## config.mk

```make
export PLATFORM = sky130hd
export DESIGN_NAME = led64_round_stage
export DESIGN_NICKNAME = d
export VERILOG_FILES = /design/src/hdl/led64_block_encrypt_core_macros.svh /design/src/hdl/led64_pkg.sv /design/src/hdl/led64_round_stage.sv
export SDC_FILE = /design/constraint.sdc
export NUM_CORES = 1
export LEC_CHECK = 0
export BUFFER_PORTS_ARGS = -buffer_cell sky130_fd_sc_hd__buf_2
export CORE_MARGIN = 1
export CORE_UTILIZATION = 25
export DETAILED_ROUTE_END_ITERATION = 12
export GPL_ROUTABILITY_DRIVEN = 1
export GPL_TIMING_DRIVEN = 0
export PLACE_DENSITY = 0.53
export SYNTH_ARGS = -nofsm -noshare
export SYNTH_HDL_FRONTEND = slang
export SYNTH_SLANG_ARGS = --single-unit
```

## constraint.sdc

```tcl
create_clock -name clk_i -period 0.8 [get_ports clk_i]
set_input_delay 0.04 -clock clk_i [delete_from_list [all_inputs] [get_ports clk_i]]
set_output_delay 0.04 -clock clk_i [all_outputs]
set_load 0.02 [all_outputs]
```

## src/hdl/led64_block_encrypt_core_macros.svh

```systemverilog
// assertion macros for the led64 block encrypt core
// used by the top level; expects clk_i and rst_ni in scope
`ifndef LED64_BLOCK_ENCRYPT_CORE_MACROS_SVH
`define LED64_BLOCK_ENCRYPT_CORE_MACROS_SVH
`ifndef SYNTHESIS
`define LED64_ASSERT(lbl, prop) \
  lbl: assert property (@(posedge clk_i) disable iff (!rst_ni) prop) \
    else $error("led64 assertion failed");
`define LED64_ASSERT_RST(lbl, prop) \
  lbl: assert property (@(posedge clk_i) prop) \
    else $error("led64 reset assertion failed");
`else
`define LED64_ASSERT(lbl, prop)
`define LED64_ASSERT_RST(lbl, prop)
`endif
`endif

```

## src/hdl/led64_pkg.sv

```systemverilog
// shared types, tables and round function for the led64 cipher core
// no dependencies
package led64_pkg;

  localparam int unsigned NumRounds    = 32;
  localparam int unsigned RoundsPerKey = 4;
  localparam int unsigned NumNibbles   = 16;

  typedef logic [3:0]  nibble_t;
  typedef logic [63:0] block_t;
  typedef logic [5:0]  rc_t;

  typedef struct packed {
    logic   valid;
    block_t data;
  } stage_t;

  localparam logic [3:0] GfPoly = 4'h3;

  localparam nibble_t Sbox [NumNibbles] = '{
    4'hC, 4'h5, 4'h6, 4'hB, 4'h9, 4'h0, 4'hA, 4'hD,
    4'h3, 4'hE, 4'hF, 4'h8, 4'h4, 4'h7, 4'h1, 4'h2
  };

  localparam nibble_t MixMatrix [4][4] = '{
    '{4'h4, 4'h1, 4'h2, 4'h2},
    '{4'h8, 4'h6, 4'h5, 4'h6},
    '{4'hB, 4'hE, 4'hA, 4'h9},
    '{4'h2, 4'h2, 4'hF, 4'hB}
  };

  // key-size nibble xored with row index
  localparam nibble_t AddConstCol0 [4] = '{4'h4, 4'h5, 4'h2, 4'h3};

  localparam rc_t RoundConst [NumRounds] = '{
    6'h01, 6'h03, 6'h07, 6'h0F, 6'h1F, 6'h3E, 6'h3D, 6'h3B,
    6'h37, 6'h2F, 6'h1E, 6'h3C, 6'h39, 6'h33, 6'h27, 6'h0E,
    6'h1D, 6'h3A, 6'h35, 6'h2B, 6'h16, 6'h2C, 6'h18, 6'h30,
    6'h21, 6'h02, 6'h05, 6'h0B, 6'h17, 6'h2E, 6'h1C, 6'h38
  };

  function automatic nibble_t gf_xtime(nibble_t a);
    gf_xtime = a[3] ? ({a[2:0], 1'b0} ^ GfPoly) : {a[2:0], 1'b0};
  endfunction

  function automatic nibble_t gf_mul(nibble_t a, nibble_t b);
    nibble_t acc;
    nibble_t p;
    acc = '0;
    p   = a;
    for (int i = 0; i < 4; i++) begin
      if (b[i]) begin
        acc = acc ^ p;
      end
      p = gf_xtime(p);
    end
    gf_mul = acc;
  endfunction

  function automatic block_t round_fn(block_t s_in, rc_t rc);
    nibble_t s [NumNibbles];
    nibble_t t [NumNibbles];
    nibble_t acc;
    block_t  res;
    for (int i = 0; i < NumNibbles; i++) begin
      s[i] = s_in[63-4*i -: 4];
    end
    for (int r = 0; r < 4; r++) begin
      s[4*r]   = s[4*r] ^ AddConstCol0[r];
      s[4*r+1] = s[4*r+1] ^ ((r % 2 == 0) ? {1'b0, rc[5:3]} : {1'b0, rc[2:0]});
    end
    for (int i = 0; i < NumNibbles; i++) begin
      s[i] = Sbox[s[i]];
    end
    for (int r = 0; r < 4; r++) begin
      for (int c = 0; c < 4; c++) begin
        t[4*r+c] = s[4*r + ((r + c) % 4)];
      end
    end
    res = '0;
    for (int c = 0; c < 4; c++) begin
      for (int r = 0; r < 4; r++) begin
        acc = '0;
        for (int k = 0; k < 4; k++) begin
          acc = acc ^ gf_mul(MixMatrix[r][k], t[4*k+c]);
        end
        res[63-4*(4*r+c) -: 4] = acc;
      end
    end
    round_fn = res;
  endfunction

endpackage

```

## src/hdl/led64_round_stage.sv

```systemverilog
// one registered led64 round, with optional key addition after the round
// depends on led64_pkg
module led64_round_stage (
  input  logic              clk_i,
  input  logic              rst_ni,
  input  logic              en_i,
  input  led64_pkg::rc_t    rc_i,
  input  logic              add_key_i,
  input  led64_pkg::block_t key_i,
  input  led64_pkg::stage_t stage_i,
  output led64_pkg::stage_t stage_o
);

  logic              valid_q;
  led64_pkg::block_t data_q;
  led64_pkg::block_t data_d;
  led64_pkg::block_t rnd;

  always_comb begin
    rnd    = led64_pkg::round_fn(stage_i.data, rc_i);
    data_d = add_key_i ? (rnd ^ key_i) : rnd;
  end

  always_ff @(posedge clk_i or negedge rst_ni) begin
    if (!rst_ni) begin
      valid_q <= 1'b0;
    end else if (en_i) begin
      valid_q <= stage_i.valid;
    end
  end

  always_ff @(posedge clk_i) begin
    if (en_i) begin
      data_q <= data_d;
    end
  end

  assign stage_o.valid = valid_q;
  assign stage_o.data  = data_q;

endmodule
```

; ---- Word-level counts from Yosys, hierarchy flattened
; Memories as Yosys holds them, arrays and structs flattened.
; Cells that the tools add are included.
[word_totals]
ff_bits = 65
rom_bits = 1024
inputBits = 139
mem_count = 16
[op_classes]
magnitude_cmp = 16
mux = 289
bitwise = 265
[mem_list]
columns = name, words, word_bits, read_ports, rd_clocked_by_memory_dff, write_ports, line
row1 = (name not given), 16, 4, 1, 0, 0, led64_pkg.sv:73  ; s[i] = Sbox[s[i]];
row2 = (name not given), 16, 4, 1, 0, 0, led64_pkg.sv:73
row3 = (name not given), 16, 4, 1, 0, 0, led64_pkg.sv:73
row4 = (name not given), 16, 4, 1, 0, 0, led64_pkg.sv:73
row5 = (name not given), 16, 4, 1, 0, 0, led64_pkg.sv:73
row6 = (name not given), 16, 4, 1, 0, 0, led64_pkg.sv:73
row7 = +10 memories, n/a, n/a, n/a, n/a, n/a, n/a
[ops]
columns = cell, n
row1 = $mux W4, 148
row2 = $mux W3, 80
row3 = $xor A4 B4 Y4, 48
row4 = $not A2 Y2, 82
row5 = $not A3 Y3, 40
row6 = $mux W2, 48
row7 = $ge A5 B5 Y1 const B, 16
row8 = $not A4 Y5, 16
row9 = $mux W64, 1
row10 = $xor A64 B64 Y64, 1
row11 = $not A1 Y1 const A, 48
row12 = $not A4 Y4, 8
row13 = $not A1 Y1, 18
row14 = $xor A4 B3 Y4, 4
row15 = $mux W1, 12

; ---- Logic depth before layout (Yosys ltp)
; Gate-level depths: netlist (run 1).
[logic_depth]
ltp_word = 17
mapped_depth = 9
ltp_nobuf = 9

; ---- Least setup slack after synthesis (run 1)
; OpenSTA, ideal clock, no wires.
[synth_path]
path_type = input port to flip-flop
from = in rc_i[3]
to = reg data_q[34] (data pin)
t_arrival_ns = 2.211
slack_ns = -1.679
cell_stages = 8
path_buffers = 0
path_cell_list = xnor2_1 -> inv_1 -> ha_1 -> mux2i_1 -> xnor2_2 -> xor2_2 -> xor3_2 -> xnor3_1
[synth_between]
elab_chain_cells = 15
[synth_lines]
columns = element, line
row1 = from (decl), led64_round_stage.sv:7  ; input led64_pkg::rc_t rc_i,
row2 = $xor A4 B3 Y4 (*), led64_pkg.sv:70  ; s[4*r+1] = s[4*r+1] ^ ((r % 2 == 0) ? {1'b0, rc[5:3]} : {1'b0, rc[2:0]});
row3 = $not A4 Y5 (not written as such) (*), led64_pkg.sv:73
row4 = $mem_v2 Z16 W4 (*), n/a
row5 = $mux W4 (not written as such) (*) (2 in a row), led64_pkg.sv:73
row6 = $mux W3, led64_pkg.sv:52  ; if (b[i]) begin
row7 = $mux W4, led64_pkg.sv:52
row8 = $not A3 Y3 (no source line), n/a
row9 = $mux W3, led64_pkg.sv:52
row10 = $not A3 Y3 (no source line), n/a
row11 = $mux W4 (*), led64_pkg.sv:52
row12 = $xor A4 B4 Y4 (*) (2 in a row), led64_pkg.sv:85  ; acc = acc ^ gf_mul(MixMatrix[r][k], t[4*k+c]);
row13 = $xor A64 B64 Y64, led64_round_stage.sv:21  ; data_d = add_key_i ? (rnd ^ key_i) : rnd;
row14 = $mux W64 (*), led64_round_stage.sv:21
row15 = named net data_d[34], led64_round_stage.sv:16  ; led64_pkg::block_t data_d;
row16 = to (signal assigned), led64_round_stage.sv:34  ; data_q <= data_d;
row17 = to (decl), led64_round_stage.sv:15  ; led64_pkg::block_t data_q;
; The timed path passes the listed nets; every way through them passes the cells marked *. The select of a mux whose other input is x is not followed.
; A chain may end at the register's enable or synchronous reset.

; ---- Worst setup path after layout (run 1)
[layout_path]
from = in stage_i[41] (netlist bit)
to = reg data_q[61] (data pin)
[layout_between]
elab_chain_cells = 13
[layout_lines]
columns = element, line
row1 = from (decl), led64_round_stage.sv:10  ; input led64_pkg::stage_t stage_i,
row2 = $xor A4 B3 Y4 (*), led64_pkg.sv:70
row3 = $not A4 Y5 (not written as such) (*), led64_pkg.sv:73
row4 = $mem_v2 Z16 W4 (*), n/a
row5 = $mux W4 (not written as such) (*) (2 in a row), led64_pkg.sv:73
row6 = $mux W2 (*), led64_pkg.sv:52
row7 = $mux W3 (*), led64_pkg.sv:52
row8 = $mux W4 (*), led64_pkg.sv:52
row9 = $xor A4 B4 Y4 (*) (3 in a row), led64_pkg.sv:85
row10 = $xor A64 B64 Y64, led64_round_stage.sv:21
row11 = $mux W64 (*), led64_round_stage.sv:21
row12 = named net data_d[61], led64_round_stage.sv:16
; Marked as above.

==> results of run 1 <==
## synth_stat cells (all sizes together), types with 3 or more instances
| library cell | n | area share (%) |
|---|---|---|
| inv | 55 | 2.5 |
| xor2 | 76 | 8.5 |
| nor3 | 8 | 0.49 |
| xor3 | 4 | 1.2 |
| nand2 | 73 | 3.4 |
| nand2b | 5 | 0.39 |
| mux2i | 32 | 4.1 |
| buf | 9 | 0.54 |
| a21oi | 18 | 1.1 |
| xnor3 | 26 | 7.2 |
| a211oi | 8 | 0.74 |
| ha | 82 | 13 |
| mux4 | 23 | 6.4 |
| clkbuf | 16 | 0.74 |
| o21ai | 13 | 0.80 |
| a31oi | 4 | 0.31 |
| nor2b | 3 | 0.23 |
| edfxtp | 64 | 24 |
| mux2 | 3 | 0.42 |
| xnor2 | 194 | 21 |
| nor2 | 25 | 1.2 |
| or2 | 3 | 0.23 |
## placed cells by master (no fill, tap or decap), drive strengths merged, types with 26 or more instances in the layout
master,n
edfxtp,64
xor2,76
xnor3,26
xnor2,194
nand2,73
inv,52
clkbuf,27
ha,82
mux2i,32
buf,342
## per-stage QoR
step	instances	power, mW	hold slack, ns	setup WS, ns
floorplan	760	20.3	-0.256	-1.35
global placement	1347	24.8	-0.184	-2.47
detailed placement	1348	24.8	-0.183	-2.46
CTS	1471	33.3	0.0396	-1.16
global route	1512	38.2	0.0716	-1.33
finish	1513	36.3	0.0585	-1.18
## registers in the layout (all words and copies together) (netlist names)
name,flops
data_q,64
valid_q,1
## what timing repair did
| item | 4_1_cts | 5_1_grt |
|---|---|---|
| setup buffers | 107 | 49 |
| pin swaps | 98 | 80 |
| hold endpoints to repair | 2 | 0 |
| gates resized for setup | 336 | 158 |
| hold buffers | 4 | 0 |
| endpoints found under the setup margin | 129 | 129 |
## area by class of cell
cell class / instances / area, um^2
Antenna cell: 1 / 2.50
Sequential cell: 65 / 1950
Clock inverter: 2 / 7.51
Buffer: 24 / 140
Multi-Input combinational cell: 615 / 8400
Fill cell: 2911 / 17300
Timing Repair Buffer: 337 / 2890
Clock buffer: 12 / 236
Inverter: 55 / 308
Tap cell: 402 / 503
## worst paths after layout
kind                       slack (ns)  depth (start not counted)                 from              endpoint
setup / recovery                -1.18                          9          stage_i[41]  data_q[61]$_DFFE_PP_
hold / removal                   0.06                          3            key_i[61]  data_q[61]$_DFFE_PP_
setup reg to reg                 0.04                          1  valid_q$_DFFE_PN0P_   valid_q$_DFFE_PN0P_
hold reg to reg                  0.54                          1  valid_q$_DFFE_PN0P_   valid_q$_DFFE_PN0P_
max in group asynchronous        0.15                          3               rst_ni   valid_q$_DFFE_PN0P_
min in group asynchronous        0.54                          3               rst_ni   valid_q$_DFFE_PN0P_
## layer usage
layer	track usage (%)	part of all wire [%]
met5	0	0
met2	27.0	52
met1	18.7	43
met4	4.71	1.4
met3	1.64	3.0
## logic make-up after synthesis
kind of cell,count (synthesis),synth area share [%]
AO/OA/AOI/OAI,55,4.30
XOR/XNOR,300,38.2
adder cells (fa/ha/maj),82,12.6
buffers and inverters,80,3.82
flip-flops,65,24.0
multiplexers,58,10.9
AND/OR/NAND/NOR,120,6.15
## power groups by stage
stage | clock, mW | combinational (mW) | sequential, mW
2_1_floorplan | 0 | 11.1 | 9.16
3_3_place_gp | 0 | 17.7 | 7.08
3_5_place_dp | 0 | 17.7 | 7.08
4_1_cts | 3.64 | 22.4 | 7.26
5_1_grt | 3.78 | 26.9 | 7.46
6_report | 3.54 | 25.4 | 7.31
==> impl_metrics.py, run 1 <==
metrics = {
    "outcome": {
        "outcome": "complete, but fails checks",
        "violations": "negative setup slack",
    },
    "synthesis": {
        "synthesis.nets": 981,
        "synth_seq_cells": 65,
        "syn-instance-count": 760,
        "synth_edf_count": 64,
        "avgSynthCellArea_um2": 10.7,
        "synthArstFlopShare_pct": 1.54,
        "synth_warnings": 0,
        "ys_seq_area_share_pct": 24.0,
        "ys_types": 42,
        "synth.cell_area_mm2": 0.00812,
        "yosys_most_used_dff": "edfxtp_1",
    },
    "clocking": {
        "cts_buffers": 9,
        "cts.sinks": 65,
        "htreeDepth": 3,
        "path_clk_slew_ns": 0.05,
        "insertion_delay_ns": 0.34,
        "cts_root_buf": "clkbuf_16",
        "cts_buffer_depth": 2,
        "cts_tree": "done",
    },
    "routing": {
        "drcViolationCount": 0,
        "vias": 6512,
        "drtPass1Iterations": 4,
        "ant_nets": 0,
        "drt_iter0_markers": 151,
        "wire_per_inst_um": 16.5,
        "routed_via_density": 4.30,
        "routed_wl_um": 24900,
    },
    "critical_path": {
        "cp.required_ns": 0.89,
        "cp-start-kind": "primary input",
        "cp_top_family": "XOR/XNOR gates",
        "criticalPathCategory": "in2reg",
        "critPathArrivalTime_ns": 2.08,
        "cp_max_fo": 5,
        "cp_slowest_cell": "mux4_2",
        "crit_buf_inv": 2,
        "critPathMaxStageDelay_ns": 0.55,
        "path_cells": "buf_6, xor2_4, ha_1, inv_1, mux4_2, xor2_4, xor2_2, xnor3_1, xnor2_1",
        "endpoint_kind": "flip-flop",
        "cp_common_cell": "xor2_4",
    },
    "global_route": {
        "grt_first_pass_wirelength_um": 37900,
        "track_usage_pct": 15.0,
        "grt_max_degree": 65,
        "grt_pass1_vias": 6825,
        "grt_overflow": 0,
        "grt_antenna_before_repair": 0,
    },
    "flow_run": {
        "cap_violations": 0,
    },
    "power_and_ir_drop": {
        "comb_power_share_pct": 70.0,
        "internal_power_mw": 22.6,
        "p_leak_nw": 6.10,
        "power_density_mw_per_mm2": 2510,
        "ir_drop_v": 0.00146,
        "switching_share_pct": 37.7,
        "p_clk_share_pct": 9.8,
        "sequentialPowerShare_pct": 20.2,
        "power_switching_mw": 13.6,
    },
    "floorplan": {
        "core_area_mm2": 0.0317,
        "floorplan.initialDensity_pct": 25.6,
        "ios": 204,
        "die_h_um": 182,
        "die-area_mm2": 0.0332,
        "rows": 65,
        "die_x_um": 182,
    },
    "sta": {
        "report.final.slew_viol_count": 0,
        "finalSetupViolCount": 129,
        "layout_min_cycle_time_ns": 1.98,
        "clock_skew_ns": 0,
        "finalCritPeriodShare_pct": 248,
        "setup_tns_ns": -70.59,
        "hold_violations": 0,
        "slew-limit-headroom_pct": 62.2,
        "fmax_ghz": 0.504,
        "worstMarginPinSlew_ns": 0.567,
        "grt_setup_unrepaired": "yes",
        "timing.final.ws_setup_ns": -1.18,
    },
    "layout": {
        "drive_gt1_share_pct": 61.4,
        "synthToLayoutAreaGrowth_pct": 77.8,
        "nets": 1328,
        "fin_area_mm2": 0.0144,
        "final_util_pct": 45.5,
    },
    "place": {
        "io_buffers": 185,
        "placedInstanceArea_mm2": 0.0106,
        "dp_hpwl_um": 18200,
        "place_congestion": 0.801,
    },
    "min_path": {
        "worst_hold_path_type": "in2reg",
    },
}
Note: power is estimated with default switching activity, not from simulation.
==> run 2, diff against run 1 <==
- ABC_AREA: not set -> 1
- PLACE_DENSITY: 0.53 -> 0.51
==> impl_metrics.py, run 2 <==
metrics = {
    "outcome": {
        "outcome": "complete, but fails checks",
        "violations": "negative setup slack",
    },
    "power_and_ir_drop": {
        "ir_drop_v": 0.000888,
        "p_total_mw": 33.1,
        "power_density_mw_per_mm2": 1640,
        "p_leak_nw": 10.0,
    },
    "floorplan": {
        "rows": 77,
        "die-area_mm2": 0.0460,
        "die_h_um": 214,
        "ios": 204,
        "floorplan.initialDensity_pct": 25.4,
        "die_x_um": 214,
        "core_area_mm2": 0.0443,
    },
    "synthesis": {
        "syn-instance-count": 1893,
        "synthArstFlopShare_pct": 1.54,
        "yosys_most_used_dff": "edfxtp_1",
        "synth_edf_count": 64,
        "synth.cell_area_mm2": 0.0113,
        "synthTopCellsByCount": "nand2_1 (926), inv_1 (214), nand3_1 (193), xor2_1 (131), ha_1 (82)",
        "synthTopCellsByArea": "nand2_1 (31%), edfxtp_1 (17%), xor2_1 (10%), ha_1 (9.1%), nand3_1 (8.6%)",
        "ys_types": 37,
        "ys_seq_area_share_pct": 17.3,
        "synthesis.nets": 2114,
        "synth_most_common_cell": "nand2_1",
        "synth_top_area_share_pct": 30.8,
        "synth_warnings": 0,
        "synth_seq_cells": 65,
        "synth_top_cell_by_area": "nand2_1",
        "avgSynthCellArea_um2": 5.96,
    },
    "place": {
        "place_congestion": 0.868,
        "io_buffers": 192,
        "dp_hpwl_um": 30200,
    },
    "clocking": {
        "cts.sinks": 65,
        "cts_root_buf": "clkbuf_16",
        "cts_buffers": 9,
        "htreeDepth": 3,
        "insertion_delay_ns": 0.36,
        "cts_tree": "done",
        "path_clk_slew_ns": 0.07,
        "cts_buffer_depth": 2,
    },
    "global_route": {
        "track_usage_pct": 17.6,
        "grt_overflow": 0,
        "grt_max_degree": 40,
        "grt_first_pass_wirelength_um": 64600,
        "grt_antenna_before_repair": 2,
        "grt_pass1_vias": 12600,
    },
    "layout": {
        "final_common_cell": "nand2_1",
        "seqCellArea_mm2": 0.00195,
        "multiInputGateArea_mm2": 0.0123,
        "synthToLayoutAreaGrowth_pct": 79.0,
        "final_cell_mix": "nand2_1 (641), nand2_2 (179), nand2_4 (125)",
        "largest_reg_flops": 64,
        "reg_top3": "data_q: 64 flops, valid_q: 1 flops",
        "fillers": 4349,
        "regMostFlops": "data_q",
        "drive_gt1_share_pct": 49.2,
        "insertedDiodeCount": 0,
        "nets": 2504,
    },
    "flow_run": {
        "cap_violations": 0,
    },
    "sta": {
        "grt_setup_unrepaired": "yes",
        "timing.final.ws_setup_ns": -0.792,
        "hold_violations": 0,
        "finalCritPeriodShare_pct": 199,
        "fmax_ghz": 0.628,
        "clock_skew_ns": 0,
        "setup_tns_ns": -52.17,
        "slew-limit-headroom_pct": 64.5,
        "worstMarginPinSlew_ns": 0.527,
        "finalSetupViolCount": 129,
        "layout_min_cycle_time_ns": 1.59,
        "report.final.slew_viol_count": 0,
    },
    "routing": {
        "routed_via_density": 4.52,
        "vias": 13000,
        "drtPass1Iterations": 5,
        "routed_wl_um": 41900,
        "drcViolationCount": 0,
        "ant_nets": 0,
        "drt_iter0_markers": 555,
        "wire_per_inst_um": 14.5,
    },
    "critical_path": {
        "critPathArrivalTime_ns": 1.71,
        "cp-start-kind": "primary input",
        "cp_max_fo": 3,
        "endpoint_kind": "flip-flop",
        "criticalPathCategory": "in2reg",
        "cp.required_ns": 0.91,
    },
    "min_path": {
        "worst_hold_path_type": "in2reg",
    },
}
## run 2: worst paths after layout
check                               startpoint                   end  slack, ns  depth (start not counted)
min reg2reg                valid_q$_DFFE_PN0P_   valid_q$_DFFE_PN0P_       0.54                          1
min in group asynchronous               rst_ni   valid_q$_DFFE_PN0P_       0.52                          3
min                                       en_i  data_q[26]$_DFFE_PP_       0.07                          1
max in group asynchronous               rst_ni   valid_q$_DFFE_PN0P_       0.18                          3
max                                stage_i[56]  data_q[58]$_DFFE_PP_      -0.79                         12
max reg2reg                valid_q$_DFFE_PN0P_   valid_q$_DFFE_PN0P_       0.04                          1
## run 2: critical path: stages
cell and delay (ns):
buf_8 0.10, xnor2_4 0.18, inv_2 0.08, ha_4 0.26
inv_2 0.03, nand2_1 0.08, o21ai_2 0.08, ha_4 0.30
inv_2 0.08, xor2_4 0.20, buf_6 0.14, xor2_1 0.14
## run 2: kinds of logic after synthesis
kind of cell               share of synthesized area (%)
AOI/OAI and AO/OA                                   4.17
adders and majority gates                           9.10
and+or+nand+nor                                     45.5
xor gates and xnor gates                            15.1
muxes                                             0.0998
DFF                                                 17.3
buffers and inverters                               8.73
## run 2: layer usage
layer	share of wire [%]	up-vias	GRT usage [%]	routed length (um)
met5	0.060	-	0	25
met2	51	258	30.6	21300
li1	-	6630	-	-
met3	4.4	57	3.30	1850
met1	42	6061	21.9	17800
met4	2.2	4	4.90	932
## run 2: stage by stage
stage | std cells | hold slack [ns] | cell area (um^2) | worst slack, ns | utilization, %
after detailed placement | 2678 | -0.184 | 14200 | -1.72 | 32.1
final | 2880 | 0.0683 | 20200 | -0.792 | 45.6
after global placement | 2677 | -0.184 | 14200 | -1.72 | 32.1
after global routing | 2880 | 0.0588 | 20200 | -0.923 | 45.6
after floorplan | 1893 | -0.256 | 12500 | -0.969 | -
after CTS | 2832 | 0.0476 | 18200 | -0.786 | 41.0
## run 2: report_power, final
part           internal (mW)  total [mW]  leakage [nW]  switching (mW)
clock                   2.73        4.58         0.152            1.84
sequential              5.30        5.83         0.637           0.532
combinational           9.81        22.7          9.22            12.9
## run 2: repair_timing
action,in CTS,in global routing
buffers inserted,134,53
cloned,1,0
hold buffers,3,0
gates resized for setup,584,367
pin swaps,245,225
endpoints found under the setup margin,130,129
hold endpoints to repair,2,0
## run 2: layout make-up
| type | count | share of cell area (%) |
|---|---|---|
| inverter | 234 | 5.82 |
| buffer | 19 | 0.793 |
| timing repair buffer | 378 | 17.3 |
| sequential | 65 | 9.64 |
| multi-input combinational | 1576 | 61.2 |
| tap | 592 | 3.67 |
| clock buffer | 9 | 1.12 |
| clock inverter | 7 | 0.465 |
